### src/rtl/escape_time_fractal_pixel_unit_defines.svh
// Assertion helpers shared by the RTL. Every check is clocked on clk_i and
// disabled while rst_ni is low.
`ifndef ESCAPE_TIME_FRACTAL_PIXEL_UNIT_DEFINES_SVH
`define ESCAPE_TIME_FRACTAL_PIXEL_UNIT_DEFINES_SVH

// Same-cycle implication.
`define EFP_ASSERT_IMPL(label, ante, cons) \
  label: assert property (@(posedge clk_i) disable iff (!rst_ni) (ante) |-> (cons)) \
    else $error("assertion failed");

// Next-cycle implication.
`define EFP_ASSERT_NEXT(label, ante, cons) \
  label: assert property (@(posedge clk_i) disable iff (!rst_ni) (ante) |=> (cons)) \
    else $error("assertion failed");

`endif

### src/rtl/efp_pkg.sv
`timescale 1ns / 1ps
`default_nettype none
package efp_pkg;

  localparam int COORD_W = 10;
  localparam int COUNT_W = 16;
  localparam int ADDR_W  = 5;
  localparam int DATA_W  = 32;
  localparam int SAT_W   = 48;

  localparam logic signed [31:0] Q_MAX = 32'sh7FFF_FFFF;
  localparam logic signed [31:0] Q_MIN = 32'sh8000_0000;
  // 4.0 in Q8.56
  localparam logic [64:0] ESC_BOUND = 65'd4 << 56;

  typedef enum logic [2:0] {
    REG_KIND        = 3'd0,
    REG_CENTER_REAL = 3'd1,
    REG_CENTER_IMAG = 3'd2,
    REG_PIXEL_STEP  = 3'd3,
    REG_JULIA_REAL  = 3'd4,
    REG_JULIA_IMAG  = 3'd5,
    REG_ITER_LIMIT  = 3'd6
  } reg_idx_e;

  typedef enum logic [4:0] {
    ST_IDLE = 5'b00001,
    ST_MAP1 = 5'b00010,
    ST_MAP2 = 5'b00100,
    ST_SQR  = 5'b01000,
    ST_UPD  = 5'b10000
  } state_e;

  typedef struct packed {
    logic                fractal_kind;
    logic signed [31:0]  center_real;
    logic signed [31:0]  center_imag;
    logic [30:0]         pixel_step;
    logic signed [31:0]  julia_c_real;
    logic signed [31:0]  julia_c_imag;
    logic [COUNT_W-1:0]  iteration_limit;
  } cfg_t;

  localparam cfg_t CFG_RESET = '{
    fractal_kind:    1'b1,
    center_real:     32'sd0,
    center_imag:     32'sd0,
    pixel_step:      31'd1048576,
    julia_c_real:    32'sd0,
    julia_c_imag:    32'sd0,
    iteration_limit: 16'd100
  };

  typedef struct packed {
    logic load;
    logic map_y;
    logic seed;
    logic square;
    logic update;
    logic emit;
    logic escaped;
  } cmd_t;

  typedef struct packed {
    logic limit_zero;
    logic escape;
    logic fixed;
    logic last;
  } sts_t;

  // Clamp a wide signed value to the Q4.28 range.
  function automatic logic signed [31:0] sat_q(input logic signed [SAT_W-1:0] v);
    logic all_ones;
    logic all_zeros;
    all_ones  = &v[SAT_W-1:31];
    all_zeros = ~|v[SAT_W-1:31];
    if (all_ones || all_zeros) begin
      return v[31:0];
    end else if (v[SAT_W-1]) begin
      return Q_MIN;
    end else begin
      return Q_MAX;
    end
  endfunction

endpackage
`default_nettype wire

### src/rtl/efp_ctrl.sv
`timescale 1ns / 1ps
`default_nettype none
module efp_ctrl (
  input  logic          clk_i,
  input  logic          rst_ni,
  input  logic          start,
  output logic          busy,
  input  efp_pkg::sts_t sts_i,
  output efp_pkg::cmd_t cmd_o
);
  import efp_pkg::*;
  `include "escape_time_fractal_pixel_unit_defines.svh"

  state_e state_q;
  state_e state_d;

  assign busy = (state_q != ST_IDLE);

  always_ff @(posedge clk_i or negedge rst_ni) begin
    if (!rst_ni) begin
      state_q <= ST_IDLE;
    end else begin
      state_q <= state_d;
    end
  end

  always_comb begin
    state_d = state_q;
    cmd_o   = '0;
    case (state_q)
      ST_IDLE: begin
        if (start) begin
          cmd_o.load = 1'b1;
          state_d    = ST_MAP1;
        end
      end
      ST_MAP1: begin
        cmd_o.map_y = 1'b1;
        state_d     = ST_MAP2;
      end
      ST_MAP2: begin
        cmd_o.seed = 1'b1;
        if (sts_i.limit_zero) begin
          cmd_o.emit = 1'b1;
          state_d    = ST_IDLE;
        end else begin
          state_d = ST_SQR;
        end
      end
      ST_SQR: begin
        cmd_o.square = 1'b1;
        state_d      = ST_UPD;
      end
      ST_UPD: begin
        // escape is tested on the old z, before the fixed-point check
        if (sts_i.escape) begin
          cmd_o.emit    = 1'b1;
          cmd_o.escaped = 1'b1;
          state_d       = ST_IDLE;
        end else if (sts_i.fixed || sts_i.last) begin
          cmd_o.emit = 1'b1;
          state_d    = ST_IDLE;
        end else begin
          cmd_o.update = 1'b1;
          state_d      = ST_SQR;
        end
      end
      default: state_d = ST_IDLE;
    endcase
  end

  `EFP_ASSERT_NEXT(a_accept_maps, start && !busy, state_q == ST_MAP1)
  `EFP_ASSERT_NEXT(a_emit_idle, cmd_o.emit, state_q == ST_IDLE)
  `EFP_ASSERT_IMPL(a_update_after_square, cmd_o.update, $past(cmd_o.square))

endmodule
`default_nettype wire

### config.mk
export PLATFORM = sky130hd
export DESIGN_NAME = efp_ctrl
export DESIGN_NICKNAME = d
export VERILOG_FILES = /design/src/rtl/efp_pkg.sv /design/src/rtl/efp_ctrl.sv
export VERILOG_INCLUDE_DIRS = /design/src /design/src/rtl
export SDC_FILE = /design/constraint.sdc
export NUM_CORES = 1
export LEC_CHECK = 0
export BUFFER_PORTS_ARGS = -buffer_cell sky130_fd_sc_hd__buf_2
export CAP_MARGIN = 0
export CORE_AREA = 2 2 39 41
export DETAILED_ROUTE_END_ITERATION = 8
export DIE_AREA = 0 0 41 43
export GPL_TIMING_DRIVEN = 0
export PLACE_DENSITY = 0.53
export SYNTH_ARGS = -nofsm -noshare
export SYNTH_HDL_FRONTEND = slang
export SYNTH_SLANG_ARGS = --single-unit
### constraint.sdc
create_clock -name clk_i -period 1.8 [get_ports clk_i]
set_input_delay 0.18 -clock clk_i [delete_from_list [all_inputs] [get_ports clk_i]]
set_output_delay 0.18 -clock clk_i [all_outputs]
set_load 0.03 [all_outputs]
==> results.cfg <==
[setup_path]
cp-startpoint = state_q[2]$_DFFE_PN0P_
cp_num_buf_inv = 1
crit_family = simple AND/OR/NAND/NOR gates
crit_path_start_kind = flip-flop
crit_fanout = 6
path_class = flip-flop to output port
reg2reg_from = state_q[0]$_DFFE_PN1P_
endpoint_kind = output port
cp_cell_sequence = nor3_2, and3b_1, a22o_1, clkbuf_4
required_ns = 1.62
cp_slowest_cell = dfrtp_1
slowest_delay_ns = 0.43
arrival_ns = 1.48

[synthesis]
ys_seq_elements = 5
synth_fp_nets = 38
syn_avg_cell_area_um2 = 9.85
synth_ff_type = dfrtp_1
syn_area_um2 = 305
synthCells = 31
ys_top_cells_by_area = dfrtp_1 (33%), dfstp_2 (8.6%), nor2_1 (8.6%), and3_1 (6.1%), nand3b_1 (4.9%)
post-synth-top-count-cell = nor2_1
yosysWarningCount = 0
synth_top_area_cell = dfrtp_1
ys_types = 18
seq_area_frac_synth = 0.414
postSynth.asyncResetShare = 1.00
synth_edf_count = 0
synthTopCellsByCount = nor2_1 (7), dfrtp_1 (4), and3_1 (3)
synth_top_area_share = 0.328

[min_path]
min_from = sts_i[3]
hold_class = primary input to flip-flop

[timing]
fin_skew_ns = 0.00166
setup_tns_ns = 0
rsz0062_at_grt = false
finalHoldViolCount = 0
final.min_clock_period_ns = 1.66
relSlewSlack = 0.849
period_share = 0.921
slew_violations = 0
max_freq_mhz = 603
max_slew.worst_pin.slew_ns = 0.226
finalSetupViolCount = 0

[routing]
first_pass_iters = 2
drt-wirelength-per-cell_um = 9.88
drt_iter0_drc = 2
via_per_inst = 4.45
via_count = 294
route.detailed.drc = 0
wl_um = 652
antenna_left = 0

[placed_design]
gp_congestion = 0.640
dp_hpwl_um = 557
io_buffer_count = 14

[cts]
clkSinkCount = 5
cts_buffers = 3
cts_tree = done
clock_latency_ns = 0.24
clk_pin_slew_ns = 0.04
cts_root_buf = clkbuf_4
h-tree-depth = 1
clock_path_buffers = 2

[final_layout]
nFillCells = 155
fin_util = 0.314
multi_input_area_um2 = 171
seqCellArea_um2 = 126
drive_gt1_frac = 0.420
largest_reg_flops = 5
syn2layout_area_growth_pct = 42.2
top_register = state_q
final_nets = 58
largestRegisters = state_q (5)
antenna_cells = 0

[floorplanning]
die_w_um = 41
dieArea_um2 = 1760
die_y_um = 43
num_rows = 14
start_util = 0.221
core_area_um2 = 1380
boundaryPins = 15

[grt]
grt_pass1_vias = 269
grt.overflow.total = 0
grt_pass1_wl_um = 1060
grt_max_degree = 8
antenna_found_initial = 0
track_usage = 0.0908

[run]
cap_violations = 0

[power_and_ir_drop]
ir_drop_uv = 459
leakage_uw = 0.000238
p_per_area_nw_per_um2 = 1340

[status]
status = complete, no violations
[cell type report]
class,instances,area share
clock buffers,4,0.0605
multi-input cells,24,0.395
well taps,16,0.0461
repair buffers,15,0.190
inverters,2,0.0173
flip-flops and latches,5,0.291
[worst register-to-register path: stages, from the launching register on]
cell and delay [ns]:
dfstp_2 0.55, nor2_1 0.08, and3_1 0.21, a22o_1 0.20, or3_1 0.38
[where the power goes]
| group | internal (uW) | switching, uW |
|---|---|---|
| sequential | 149 | 38.8 |
| clock | 83.6 | 42.2 |
| combinational | 107 | 162 |
[cells by family (layout without fill, tap and decap cells)]
group | after synthesis | count (layout) | share of synthesized area
compound gates | 3 | 3 | 0.0820
mux | 1 | 1 | 0.0328
buf+inv | 2 | 21 | 0.0246
simple gates | 19 | 19 | 0.418
flops | 5 | 5 | 0.414
xor+xnor | 1 | 1 | 0.0287
[layer usage]
layer,vias to the layer above,share of wire,global-route usage
met5,-,0,0
met4,0,0,0.0800
met3,0,0.032,0.0157
met2,3,0.53,0.138
met1,139,0.44,0.101
li1,152,-,-
[stage by stage]
stage          instances  hold WS [ns]  setup WS [ns]  cell area [um^2]  power (uW)
2_1_floorplan         31        -0.116         0.0950               305         388
6_report              66         0.147          0.142               434         584
4_1_cts               66         0.133         0.0890               432         598
3_3_place_gp          61      -0.00164          0.310               395         460
3_5_place_dp          61     -0.000900          0.308               395         463
5_1_grt               66         0.132        0.00324               434         631
[worst paths after layout]
| path | slack, ns | cells past startpoint | end |
|---|---|---|---|
| setup / recovery | 0.14 | 4 | cmd_o[1] |
| hold / removal | 0.15 | 2 | state_q[3]$_DFFE_PN0P_ |
| setup reg to reg | 0.31 | 4 | state_q[0]$_DFFE_PN1P_ |
| hold reg to reg | 0.65 | 2 | state_q[1]$_DFFE_PN0P_ |
| max in group asynchronous | 1.30 | 2 | state_q[0]$_DFFE_PN1P_ |
| min in group asynchronous | 0.29 | 2 | state_q[2]$_DFFE_PN0P_ |
[timing repair]
item / CTS / global route
setup endpoints to repair: 0 / 1
hold buffers: 1 / 0
endpoints found under the hold margin: 5 / 0
gates resized for setup: 0 / 1
buffers inserted: 0 / 0
[layout by cell type (no fill, tap or decap), drive strengths merged, types with 2 or more instances in the layout]
| master | synthesis | layout |
|---|---|---|
| buf | 0 | 13 |
| clkbuf | 0 | 5 |
| nor2 | 7 | 7 |
| dfrtp | 4 | 4 |
| nand3b | 2 | 2 |
| and3 | 3 | 3 |
| or3 | 2 | 2 |
| inv | 2 | 2 |
| and4bb | 2 | 2 |
Power figures use the tool's default switching activity.
