## config.mk

```make
export PLATFORM = sky130hd
export DESIGN_NAME = efp_regs
export DESIGN_NICKNAME = d
export VERILOG_FILES = /design/src/rtl/escape_time_fractal_pixel_unit_defines.svh /design/src/rtl/efp_pkg.sv /design/src/rtl/efp_regs.sv
export SDC_FILE = /design/constraint.sdc
export NUM_CORES = 1
export LEC_CHECK = 0
export ABC_AREA = 0
export BUFFER_PORTS_ARGS = -buffer_cell sky130_fd_sc_hd__buf_2
export CORE_UTILIZATION = 30
export CTS_BUF_LIST = sky130_fd_sc_hd__clkbuf_2
export DETAILED_ROUTE_END_ITERATION = 10
export GPL_TIMING_DRIVEN = 0
export HOLD_SLACK_MARGIN = 0.03
export SLEW_MARGIN = 20
export SYNTH_ARGS = -nofsm -noshare
export SYNTH_HDL_FRONTEND = slang
export SYNTH_SLANG_ARGS = --single-unit
export TNS_END_PERCENT = 30
```

## constraint.sdc

```tcl
create_clock -name clk_i -period 1.8 [get_ports clk_i]
set_clock_uncertainty 0.15 [all_clocks]
set_input_delay 0.36 -clock clk_i [delete_from_list [all_inputs] [get_ports clk_i]]
set_output_delay 0.36 -clock clk_i [all_outputs]
set_load 0.05 [all_outputs]
```

## src/rtl/escape_time_fractal_pixel_unit_defines.svh

```systemverilog
// Assertion helpers shared by the RTL. Every check is clocked on clk_i and
// disabled while rst_ni is low.
`ifndef ESCAPE_TIME_FRACTAL_PIXEL_UNIT_DEFINES_SVH
`define ESCAPE_TIME_FRACTAL_PIXEL_UNIT_DEFINES_SVH

// Same-cycle implication.
`define EFP_ASSERT_IMPL(label, ante, cons) \
  label: assert property (@(posedge clk_i) disable iff (!rst_ni) (ante) |-> (cons)) \
    else $error("assertion failed");

// Next-cycle implication.
`define EFP_ASSERT_NEXT(label, ante, cons) \
  label: assert property (@(posedge clk_i) disable iff (!rst_ni) (ante) |=> (cons)) \
    else $error("assertion failed");

`endif

```

## src/rtl/efp_pkg.sv

```systemverilog
`timescale 1ns / 1ps
`default_nettype none
package efp_pkg;

  localparam int COORD_W = 10;
  localparam int COUNT_W = 16;
  localparam int ADDR_W  = 5;
  localparam int DATA_W  = 32;
  localparam int SAT_W   = 48;

  localparam logic signed [31:0] Q_MAX = 32'sh7FFF_FFFF;
  localparam logic signed [31:0] Q_MIN = 32'sh8000_0000;
  // 4.0 in Q8.56
  localparam logic [64:0] ESC_BOUND = 65'd4 << 56;

  typedef enum logic [2:0] {
    REG_KIND        = 3'd0,
    REG_CENTER_REAL = 3'd1,
    REG_CENTER_IMAG = 3'd2,
    REG_PIXEL_STEP  = 3'd3,
    REG_JULIA_REAL  = 3'd4,
    REG_JULIA_IMAG  = 3'd5,
    REG_ITER_LIMIT  = 3'd6
  } reg_idx_e;

  typedef enum logic [4:0] {
    ST_IDLE = 5'b00001,
    ST_MAP1 = 5'b00010,
    ST_MAP2 = 5'b00100,
    ST_SQR  = 5'b01000,
    ST_UPD  = 5'b10000
  } state_e;

  typedef struct packed {
    logic                fractal_kind;
    logic signed [31:0]  center_real;
    logic signed [31:0]  center_imag;
    logic [30:0]         pixel_step;
    logic signed [31:0]  julia_c_real;
    logic signed [31:0]  julia_c_imag;
    logic [COUNT_W-1:0]  iteration_limit;
  } cfg_t;

  localparam cfg_t CFG_RESET = '{
    fractal_kind:    1'b1,
    center_real:     32'sd0,
    center_imag:     32'sd0,
    pixel_step:      31'd1048576,
    julia_c_real:    32'sd0,
    julia_c_imag:    32'sd0,
    iteration_limit: 16'd100
  };

  typedef struct packed {
    logic load;
    logic map_y;
    logic seed;
    logic square;
    logic update;
    logic emit;
    logic escaped;
  } cmd_t;

  typedef struct packed {
    logic limit_zero;
    logic escape;
    logic fixed;
    logic last;
  } sts_t;

  // Clamp a wide signed value to the Q4.28 range.
  function automatic logic signed [31:0] sat_q(input logic signed [SAT_W-1:0] v);
    logic all_ones;
    logic all_zeros;
    all_ones  = &v[SAT_W-1:31];
    all_zeros = ~|v[SAT_W-1:31];
    if (all_ones || all_zeros) begin
      return v[31:0];
    end else if (v[SAT_W-1]) begin
      return Q_MIN;
    end else begin
      return Q_MAX;
    end
  endfunction

endpackage
`default_nettype wire

```

## src/rtl/efp_regs.sv

```systemverilog
`timescale 1ns / 1ps
`default_nettype none
module efp_regs (
  input  logic                         clk_i,
  input  logic                         rst_ni,
  input  logic                         psel,
  input  logic                         penable,
  input  logic                         pwrite,
  input  logic [efp_pkg::ADDR_W-1:0]   paddr,
  input  logic [efp_pkg::DATA_W-1:0]   pwdata,
  output logic [efp_pkg::DATA_W-1:0]   prdata,
  output logic                         pready,
  output efp_pkg::cfg_t                cfg_o
);
  import efp_pkg::*;

  cfg_t     cfg_q;
  reg_idx_e idx;
  logic     wr_en;

  assign idx    = reg_idx_e'(paddr[ADDR_W-1:2]);
  assign pready = 1'b1;
  assign wr_en  = psel && penable && pwrite && pready;
  assign cfg_o  = cfg_q;

  always_ff @(posedge clk_i or negedge rst_ni) begin
    if (!rst_ni) begin
      cfg_q <= CFG_RESET;
    end else if (wr_en) begin
      case (idx)
        REG_KIND:        cfg_q.fractal_kind    <= pwdata[0];
        REG_CENTER_REAL: cfg_q.center_real     <= $signed(pwdata);
        REG_CENTER_IMAG: cfg_q.center_imag     <= $signed(pwdata);
        REG_PIXEL_STEP:  cfg_q.pixel_step      <= pwdata[30:0];
        REG_JULIA_REAL:  cfg_q.julia_c_real    <= $signed(pwdata);
        REG_JULIA_IMAG:  cfg_q.julia_c_imag    <= $signed(pwdata);
        REG_ITER_LIMIT:  cfg_q.iteration_limit <= pwdata[COUNT_W-1:0];
        default: ;
      endcase
    end
  end

  always_comb begin
    case (idx)
      REG_KIND:        prdata = {{(DATA_W-1){1'b0}}, cfg_q.fractal_kind};
      REG_CENTER_REAL: prdata = cfg_q.center_real;
      REG_CENTER_IMAG: prdata = cfg_q.center_imag;
      REG_PIXEL_STEP:  prdata = {1'b0, cfg_q.pixel_step};
      REG_JULIA_REAL:  prdata = cfg_q.julia_c_real;
      REG_JULIA_IMAG:  prdata = cfg_q.julia_c_imag;
      REG_ITER_LIMIT:  prdata = {{(DATA_W-COUNT_W){1'b0}}, cfg_q.iteration_limit};
      default:         prdata = '0;
    endcase
  end

endmodule
`default_nettype wire

```

==> impl_metrics.py, run 1 <==
metrics = {
    "routing": {
        "wirelength_um": 29010,
        "vias": 6503,
        "ant_nets": 0,
        "vias_per_cell": 4.976,
        "drc": 0,
        "drt-wirelength-per-cell_um": 22.20,
        "drtIter0Drc": 237,
        "first_pass_iters": 4,
    },
    "floorplan": {
        "die_h_um": 166.7,
        "core_area_sq_mm": 0.02635,
        "start_util_pct": 30.88,
        "dieArea_sq_mm": 0.02779,
        "ios": 251,
        "num_rows": 59,
        "die_x_um": 166.7,
    },
    "place": {
        "dpl.hpwl_um": 19030,
        "place.gp.congestion": 0.7786,
        "io_buffers": 247,
        "place_area_sq_mm": 0.01043,
        "dp.cells": 1160,
    },
    "cells_and_area": {
        "largest_register_ffs": 176,
        "syn2layout_area_growth_pct": 66.53,
        "register_area_sq_mm": 0.004447,
        "fin_nets": 1000,
        "nFillCells": 2208,
        "fin_area_sq_mm": 0.01355,
        "drive_gt1_share_pct": 67.97,
        "final-instance-count-excl-fill": 1307,
        "multiInputGateArea_sq_mm": 0.004213,
    },
    "critical_path": {
        "worst-path-buf-inv": 1,
        "slowest_stage": "dfrtp_1",
        "r2r_end": "cfg_o[79]",
        "crit_fanout": 2,
        "endpoint": "prdata[4]",
        "critPathTopFamily": "flip-flops",
        "worst_ep_required_time_ps": 1290,
        "cp.depth": 4,
        "cp-startpoint": "cfg_o[84]",
        "worstPathCellList": "mux2_4 -> a221oi_4 -> a31oi_4 -> buf_6",
        "reg2reg_depth": 3,
        "end_kind": "output port",
        "cpPeakStageDelay_ps": 490,
        "crit_type": "register to output port",
        "startpoint_type": "register",
        "rr_startpoint": "cfg_o[79]",
        "arrival_ps": 2040,
        "r2r_slack_ps": 180,
    },
    "timing": {
        "fin_hold_ws_ps": 104.4,
        "slew_viol_final": 0,
        "fmax_mhz": 392.0,
        "hold_viol_final": 0,
        "slew-limit-headroom_pct": 40.54,
        "setup_ws_ps": -751.1,
        "timing.final.crit_share_pct": 141.7,
        "rsz0062_at_grt": "true",
        "fin_crit_ps": 2551,
        "setup_tns_ps": -49540,
        "setup_viol": 209,
        "tightest_slew_ps": 891.9,
    },
    "power_and_ir_drop": {
        "leakagePower_uw": 0.006131,
        "ir_worst_vdd_mv": 0.7210,
        "pwr_density_cell_mw_per_mm2": 1166,
    },
    "clock_tree": {
        "htree_levels": 4,
        "clk_latency_ps": 740,
        "cts_buffer_depth": 2,
        "cts_root_buf": "clkbuf_2",
        "postCtsHoldBufs": 41,
        "cts_tree": "done",
        "cts_buffers": 17,
        "clock_sinks": 176,
        "clk_pin_slew_worst_paths_ps": 340,
    },
    "grt": {
        "grt-ovfl-total": 0,
        "grt_pass1_vias": 7032,
        "track_usage_pct": 21.29,
        "grt_pass1_wl_um": 44480,
        "grt_max_degree": 78,
        "antenna_found_initial": 1,
    },
    "logic_synthesis": {
        "ys_types": 35,
        "syn_nets": 618,
        "async_flop_share_pct": 100.0,
        "avgSynthCellArea_sq_um": 14.13,
        "synth_xor_area_share_pct": 0,
        "synth_fa_ha_area_share_pct": 0,
        "yosysSeqAreaShare_pct": 54.20,
        "synth_flop_cell": "dfrtp_1",
        "synthSimpleGateAreaFrac_pct": 5.351,
        "synthMuxAreaShare_pct": 30.77,
        "synth_enable_flop_cells": 0,
        "ys_ff_latch": 176,
        "synth_area_sq_mm": 0.008138,
        "synth_compound_area_share_pct": 6.212,
        "yosysWarnings": 0,
        "synth_top_family_by_area": "multiplexers",
        "synthCells": 576,
    },
    "status": {
        "violations": "negative setup slack",
        "status": "finished, violations left",
    },
    "job": {
        "cap_viol_max_count": 0,
    },
    "worst_hold_path": {
        "hold_path_class": "input pin to register",
    },
}
==> metal layers <==
layer	GRT usage (%)	routed length, um	part of all wire, %
met4	4.831	373	1.3
met5	0	0	0
met3	5.775	1747	6.0
met1	27.46	12700	44
met2	35.50	14190	49
==> Yosys cell counts (2+ instances only) <==
cell         n  area share [%]
nand3b_1     2            0.18
nor2_1       2           0.092
dfstp_2      5             1.6
a221oi_1    22             2.4
o2bb2ai_1    7            0.75
nand2b_1     2            0.15
a221o_1      7            0.86
or2_0       20             1.5
clkbuf_1     3            0.14
a31oi_1     22             1.7
nor2b_1      5            0.38
buf_2       13            0.80
or2_2        2            0.15
nand2_1     23             1.1
mux2_2     154              21
mux2i_1     33             4.1
nor2_2       3            0.23
nor2_4       3            0.42
o22ai_1      2            0.15
mux2_1      39             5.4
dfrtp_1    171              53
buf_6        6            0.83
buf_4       18             1.7
==> layout by cell type, fill, tap and decap left out, types with 22 or more instances in the layout <==
cell type / count
a31oi_4: 22
buf_2: 41
buf_4: 65
buf_6: 210
buf_8: 32
dfrtp_1: 142
dfrtp_2: 29
dlygate4sd3_1: 40
mux2_1: 37
mux2_2: 143
mux2i_1: 31
==> worst min-delay path, cell delays in order <==
cell and delay, ps:
buf_2 150, nand4b_4 220, nor2_4 70, mux2_2 210
==> how the worst min path moves through the flow <==
stage / slack, ps / cells after the start / endpoint / startpoint
6_report: 100 / 4 / cfg_o[48] / paddr[2]
5_1_grt: 10 / 4 / cfg_o[111] / paddr[2]
4_1_cts: 20 / 4 / cfg_o[111] / paddr[2]
3_5_place_dp: 120 / 1 / cfg_o[144] / rst_ni
3_3_place_gp: 340 / 1 / cfg_o[116] / cfg_o[116]
2_1_floorplan: -90 / 0 / cfg_o[0] / rst_ni
==> kinds of logic (layout without fill, tap and decap cells) <==
logic type	count (synthesis)	in the layout
AOI/OAI and AO/OA	63	63
DFF	176	176
other	1	2
and+or+nand+nor	70	70
buffers and inverters	40	435
muxes	226	226
==> repair_timing <==
item,4_1_cts,5_1_grt
buffers inserted,56,23
pin swaps,14,12
endpoints found under the setup margin,208,209
endpoints found under the hold margin,352,2
gates resized for setup,485,63
==> metrics by stage <==
step	power, uW	util, %	worst slack [ps]
2_1_floorplan	9827	-	-149.2
3_3_place_gp	11290	39.32	-3147
3_5_place_dp	11370	39.56	-716.1
4_1_cts	15530	50.07	-820.8
5_1_grt	16470	51.42	-903.3
6_report	15800	51.42	-751.1
==> report_power, final <==
group          internal (uW)  switching (uW)  leakage, uW
Combinational           3410            4720      0.00379
Clock                    462            1690     0.000143
Sequential              4760             753      0.00220
==> cell type report <==
class	instances	share of cell area (%)
Antenna cell	1	0.01847
Buffer	40	2.724
Clock buffer	17	0.6278
Clock inverter	15	1.228
Multi-Input combinational cell	360	31.09
Sequential cell	176	32.81
Tap cell	335	3.093
Timing Repair Buffer	363	28.41
Note: power is estimated with default switching activity, not from simulation.
==> inputs of run 2 (changes only) <==
--- a/config.mk
+++ b/config.mk
@@ -5,7 +5,7 @@
 export SDC_FILE = /design/constraint.sdc
 export NUM_CORES = 1
 export LEC_CHECK = 0
-export ABC_AREA = 0
+export ABC_AREA = 1
 export BUFFER_PORTS_ARGS = -buffer_cell sky130_fd_sc_hd__buf_2
 export CORE_UTILIZATION = 30
 export CTS_BUF_LIST = sky130_fd_sc_hd__clkbuf_2
==> run 2 against run 1 <==
Net effect: the flow finishes with violations (negative hold slack, negative setup slack); power up 0.41%; die area up 6.1%; register-to-register slack better by 460 ps; critical path depth up 1; worst hold slack worse by 200 ps; worst setup slack better by 96 ps; final area up 3.1%; global-route usage up 5.7 points; utilization down 1.7 points; largest cell class is now buffers; combinational power up 0.7%; area after synthesis up 6.2%.
==> impl_metrics.py, run 2 <==
metrics = {
    "routing": {
        "top_layer_used": "met4",
        "first_pass_iters": 5,
        "ant_nets": 0,
        "drc": 0,
        "drtIter0Drc": 1110,
        "vias": 10250,
        "wirelength_um": 40540,
        "wl_met2_um": 19410,
        "drt-wirelength-per-cell_um": 21.07,
        "wl_met1_um": 15960,
        "vias_per_cell": 5.327,
        "dr_wl_met3_um": 3653,
    },
    "place": {
        "place_ws_ps": -694.2,
        "place_area_sq_mm": 0.01061,
        "dpl.hpwl_um": 28160,
        "io_buffers": 245,
        "dp.cells": 1758,
        "place.gp.congestion": 0.8950,
    },
    "cells_and_area": {
        "syn2layout_area_growth_pct": 61.73,
        "fin_nets": 1573,
        "final-instance-count-excl-fill": 1924,
        "drive_gt1_share_pct": 34.33,
        "final_common_cell": "nand2_1",
        "largest_register_ffs": 176,
        "fin_area_sq_mm": 0.01398,
        "final_cell_mix": "nand2_1 (332), buf_6 (212), dfrtp_1 (168)",
    },
    "floorplan": {
        "die_h_um": 171.7,
        "ios": 251,
        "num_rows": 61,
        "start_util_pct": 30.77,
        "dieArea_sq_mm": 0.02949,
        "core_area_sq_mm": 0.02809,
        "die_x_um": 171.7,
    },
    "logic_synthesis": {
        "synth_top_area_share_pct": 49.51,
        "synth_common_cells": "nand2_1 (385), dfrtp_1 (171), o21ai_0 (131)",
        "synth_flop_cell": "dfrtp_1",
        "yosysWarnings": 0,
        "yosysMostFrequentCell": "nand2_1",
        "yosysSeqAreaShare_pct": 51.04,
        "avgSynthCellArea_sq_um": 7.628,
        "ys_types": 20,
        "synthCells": 1133,
        "synth_enable_flop_cells": 0,
        "syn_nets": 1175,
        "async_flop_share_pct": 100.0,
        "synth_area_leaders": "dfrtp_1 (50%), nand2_1 (17%), o21ai_0 (7.6%)",
        "ys_ff_latch": 176,
        "yosysTopAreaCell": "dfrtp_1",
        "synth_area_sq_mm": 0.008642,
    },
    "timing": {
        "setup_tns_ps": -44900,
        "fmax_mhz": 407.4,
        "rsz0062_at_grt": "true",
        "fin_crit_ps": 2455,
        "setup_viol": 208,
        "fin_hold_ws_ps": -96.50,
        "setup_ws_ps": -654.8,
        "slew_viol_final": 0,
        "hold_viol_final": 52,
        "tightest_slew_ps": 669.0,
        "timing.final.crit_share_pct": 136.4,
        "slew-limit-headroom_pct": 55.40,
    },
    "critical_path": {
        "end_kind": "output port",
        "arrival_ps": 1940,
        "crit_fanout": 2,
        "worst_ep_required_time_ps": 1290,
        "critPathTopFamily": "flip-flops",
        "cpPeakStageDelay_ps": 630,
        "worstPathCellList": "nand4_1 -> nand2_1 -> nor2_2 -> nand2_2 -> buf_8",
        "worst-path-buf-inv": 1,
        "startpoint_type": "register",
        "slowest_stage": "dfstp_2",
        "crit_type": "register to output port",
    },
    "worst_hold_path": {
        "hold_path_class": "input pin to asynchronous set/reset pin",
    },
    "clock_tree": {
        "cts_buffers": 17,
        "htree_levels": 4,
        "cts_buffer_depth": 2,
        "clk_pin_slew_worst_paths_ps": 310,
        "clk_latency_ps": 740,
        "cts_tree": "done",
        "cts_root_buf": "clkbuf_2",
        "clock_sinks": 176,
    },
    "power_and_ir_drop": {
        "leakagePower_uw": 0.007094,
        "pwr_density_cell_mw_per_mm2": 1135,
        "power.total_uw": 15860,
        "ir_worst_vdd_mv": 0.7605,
    },
    "grt": {
        "grt_max_degree": 64,
        "grt-ovfl-total": 0,
        "antenna_found_initial": 2,
        "grt_pass1_wl_um": 58550,
        "track_usage_pct": 26.99,
        "grt_pass1_vias": 9739,
    },
    "status": {
        "status": "finished, violations left",
        "violations": "negative hold slack, negative setup slack",
    },
    "job": {
        "cap_viol_max_count": 0,
    },
}
run 2: cell types whose count changed in the layout (fill, tap and decap cells not counted), moves of 37 or more:
cell	delta
o21ai_0	+131
inv_1	+78
nand2_1	+311
nand3_1	+58
nand2_2	+54
mux2_1	-37
mux2_2	-143
clkbuf_1	+39
nand4_1	+96
o21ai_1	+45
run 2: layer usage:
metal / GRT usage [%] / vias to the layer above
met5: 0 / -
met4: 10.36 / 0
met3: 5.085 / 89
met2: 44.94 / 606
met1: 34.49 / 5045
li1: - / 4510
run 2: worst reg2reg max path: cells and delay by family (launching register included):
family          cells  cell delay [ps]
buf+inv             1              120
compound gates      1               90
simple gates        1              130
flops               1              650
run 2: cells by family (layout without fill, tap and decap cells):
logic type	count (synthesis)	count (layout)	synth area share (%)
other	1	3	0.04339
AND/OR/NAND/NOR	607	607	30.51
flip-flops	176	176	51.04
AO/OA/AOI/OAI	176	176	10.19
buffers and inverters	173	584	8.223
run 2: power by group:
group / switching (uW) / internal, uW / total (uW)
combinational: 5140 / 3050 / 8190
sequential: 722 / 4720 / 5440
clock: 1560 / 673 / 2230
total: 7420 / 8440 / 15900
run 2: layout make-up:
type,instances,area [sq um]
Inverter,83,321.6
Buffer,90,519.2
Clock buffer,18,90.09
Tap cell,378,473.0
Antenna cell,2,5.005
Timing Repair Buffer,379,4121
Multi-Input combinational cell,784,3876
Fill cell,2730,14110
Sequential cell,176,4414
Clock inverter,14,156.4
run 2: per-stage QoR:
stage | hold WS, ps | utilization [%]
finish | -96.50 | 49.76
global route | -116.8 | 49.76
CTS | -125.6 | 47.35
detailed placement | 160.3 | 37.78
global placement | 322.6 | 37.55
floorplan | -85.59 | -
run 2: path summary, 6_finish.rpt:
check	slack [ps]	endpoint	cells past startpoint	startpoint
max	-650	prdata[6]	5	cfg_o[6]
min	-100	cfg_o[71]	2	rst_ni
max reg2reg	640	cfg_o[5]	3	cfg_o[5]
min reg2reg	410	cfg_o[174]	2	cfg_o[174]
max in group asynchronous	560	cfg_o[4]	4	rst_ni
min in group clk_i	90	cfg_o[158]	7	paddr[3]
run 2: repair_timing:
action                     4_1_cts  5_1_grt
gates resized for setup        521      110
pin swaps                       47       34
cloned                           0        0
hold buffers                    42        1
setup endpoints to repair      208      246
setup buffers                   48       55
hold endpoints to repair       290       53
==> inputs of run 3 (changes only) <==
--- a/config.mk
+++ b/config.mk
@@ -5,13 +5,14 @@
 export SDC_FILE = /design/constraint.sdc
 export NUM_CORES = 1
 export LEC_CHECK = 0
-export ABC_AREA = 1
 export BUFFER_PORTS_ARGS = -buffer_cell sky130_fd_sc_hd__buf_2
 export CORE_UTILIZATION = 30
 export CTS_BUF_LIST = sky130_fd_sc_hd__clkbuf_2
 export DETAILED_ROUTE_END_ITERATION = 10
 export GPL_TIMING_DRIVEN = 0
 export HOLD_SLACK_MARGIN = 0.03
+export PLACE_DENSITY = 0.6
+export SETUP_SLACK_MARGIN = 0.5
 export SLEW_MARGIN = 20
 export SYNTH_ARGS = -nofsm -noshare
 export SYNTH_HDL_FRONTEND = slang
==> run 3 against run 2 <==
Net effect: the run still ends with negative hold slack, negative setup slack left; sequential share of layout area increased by 0.96 points; combinational power rose by 2%; via count down 37%; global-route usage fell by 6.2 points; flip-flop and latch count stayed put; worst setup slack worse by 100 ps; utilization up 2.8 points; power up 1.3%; non-clock buffer count decreased by 71; fmax fell by 4.1%; largest cell class is now sequential cells; highest routed layer unchanged.
==> impl_metrics.py, run 3 (synthesis gave the netlist of run 1 again) <==
metrics = {
    "clock_tree": {
        "clk_latency_ps": 740,
        "clock_sinks": 176,
        "clk_pin_slew_worst_paths_ps": 310,
        "cts_buffer_depth": 2,
        "cts_root_buf": "clkbuf_2",
        "postCtsHoldBufs": 33,
        "cts_buffers": 17,
        "htree_levels": 4,
        "cts_tree": "done",
    },
    "grt": {
        "track_usage_pct": 20.83,
        "antenna_found_initial": 1,
        "grt-ovfl-total": 0,
        "grt_max_degree": 90,
        "grt_pass1_vias": 6859,
        "grt_pass1_wl_um": 43390,
    },
    "cells_and_area": {
        "multiInputGateArea_sq_mm": 0.004342,
        "final_common_cell": "buf_6",
        "fin_nets": 995,
        "largest_register_ffs": 176,
        "drive_gt1_share_pct": 76.40,
        "syn2layout_area_growth_pct": 70.08,
        "nFillCells": 2171,
        "register_area_sq_mm": 0.004504,
        "post-route-util_pct": 52.52,
        "final_cell_mix": "buf_6 (213), mux2_2 (140), dfrtp_1 (96)",
    },
    "routing": {
        "drt-wirelength-per-cell_um": 21.98,
        "vias": 6424,
        "first_pass_iters": 4,
        "vias_per_cell": 4.926,
        "drc": 0,
        "drtIter0Drc": 269,
        "ant_nets": 0,
        "wirelength_um": 28660,
    },
    "floorplan": {
        "die_x_um": 166.7,
        "start_util_pct": 30.88,
        "num_rows": 59,
        "dieArea_sq_mm": 0.02779,
        "core_area_sq_mm": 0.02635,
        "die_h_um": 166.7,
        "ios": 251,
    },
    "place": {
        "dpl.hpwl_um": 18880,
        "io_buffers": 247,
        "place.gp.congestion": 0.7334,
    },
    "power_and_ir_drop": {
        "pwr_density_cell_mw_per_mm2": 1161,
        "ir_worst_vdd_mv": 0.6242,
        "leakagePower_uw": 0.006158,
        "power.total_uw": 16070,
    },
    "critical_path": {
        "endpoint": "prdata[2]",
        "startpoint_type": "register",
        "r2r_slack_ps": 510,
        "slowest_stage": "dfrtp_1",
        "crit_type": "register to output port",
        "cp-startpoint": "cfg_o[50]",
        "rr_startpoint": "cfg_o[169]",
        "worst_ep_required_time_ps": 1290,
        "end_kind": "output port",
        "worstPathCellList": "mux2_4 -> a221o_2 -> buf_8",
        "cp.depth": 3,
        "r2r_end": "cfg_o[169]",
        "critPathTopFamily": "flip-flops",
        "worst-path-buf-inv": 1,
        "cpPeakStageDelay_ps": 470,
        "crit_fanout": 2,
        "reg2reg_depth": 4,
        "arrival_ps": 2050,
    },
    "timing": {
        "rsz0062_at_grt": "true",
        "fin_hold_ws_ps": -637.6,
        "setup_ws_ps": -759.7,
        "fin_crit_ps": 2560,
        "fmax_mhz": 390.7,
        "slew-limit-headroom_pct": 42.13,
        "slew_viol_final": 0,
        "timing.final.crit_share_pct": 142.2,
        "hold_viol_final": 174,
        "tightest_slew_ps": 864.9,
        "setup_viol": 208,
    },
    "status": {
        "violations": "negative hold slack, negative setup slack",
        "status": "finished, violations left",
    },
    "worst_hold_path": {
        "hold_path_class": "input pin to asynchronous set/reset pin",
    },
    "job": {
        "cap_viol_max_count": 0,
    },
}
## run 3: cell types whose count changed in the layout (fill, tap and decap cells not counted), sizes merged, moves of 49 or more
cell,change
nand4,-95
clkbuf,-49
nand2,-363
inv,-81
nand3,-70
o21ai,-176
mux2,+193
## run 3: repair_timing
item / in CTS / in global routing
buffers inserted: 45 / 32
endpoints found under the hold margin: 350 / 181
resized for setup: 465 / 113
pin swaps: 19 / 19
endpoints found under the setup margin: 208 / 291
## run 3: per-stage QoR
step	std cells	setup TNS [ps]	setup WS [ps]	instance area, sq um
6_report	1304	-49520	-759.7	13840
3_5_place_dp	1159	-57330	-741.2	10710
5_1_grt	1304	-74950	-896.9	13840
3_3_place_gp	1158	-560960	-3142	10670
4_1_cts	1269	-69690	-865.8	13190
2_1_floorplan	576	-1891	-149.2	9017
## run 3: metal layers
metal	vias to the layer above	routed length, um	global-route usage (%)
li1	2904	-	-
met1	3295	12480	26.75
met2	196	13950	34.16
met3	29	1806	6.084
met4	0	421	5.596
met5	-	0	0
## run 3: report_power, final
part           total (uW)  internal [uW]  switching, uW
Clock                2100            448           1650
Sequential           5590           4800            785
Combinational        8380           3640           4730
Total               16100           8890           7170
## run 3: worst min path at each step
stage,from,depth (start not counted),to
finish,rst_ni,1,cfg_o[113]
detailed placement,rst_ni,1,cfg_o[112]
CTS,rst_ni,1,cfg_o[21]
global placement,cfg_o[22],1,cfg_o[22]
floorplan,rst_ni,0,cfg_o[0]
global route,rst_ni,1,cfg_o[113]
## run 3: cell type report
| cell class | instances | area share [%] |
|---|---|---|
| clock buffers | 17 | 0.6147 |
| multi-input cells | 360 | 31.37 |
| well taps | 335 | 3.028 |
| diodes | 3 | 0.05424 |
| repair buffers | 358 | 28.21 |
| clock inverters | 15 | 1.076 |
| plain buffers | 40 | 3.101 |
| flip-flops and latches | 176 | 32.54 |
## run 3: worst reg2reg max path, delay by kind of cell (launching register included)
| family | cells | cell delay (ps) |
|---|---|---|
| buffers and inverters | 3 | 340 |
| flip-flops | 1 | 480 |
| multiplexers | 1 | 250 |
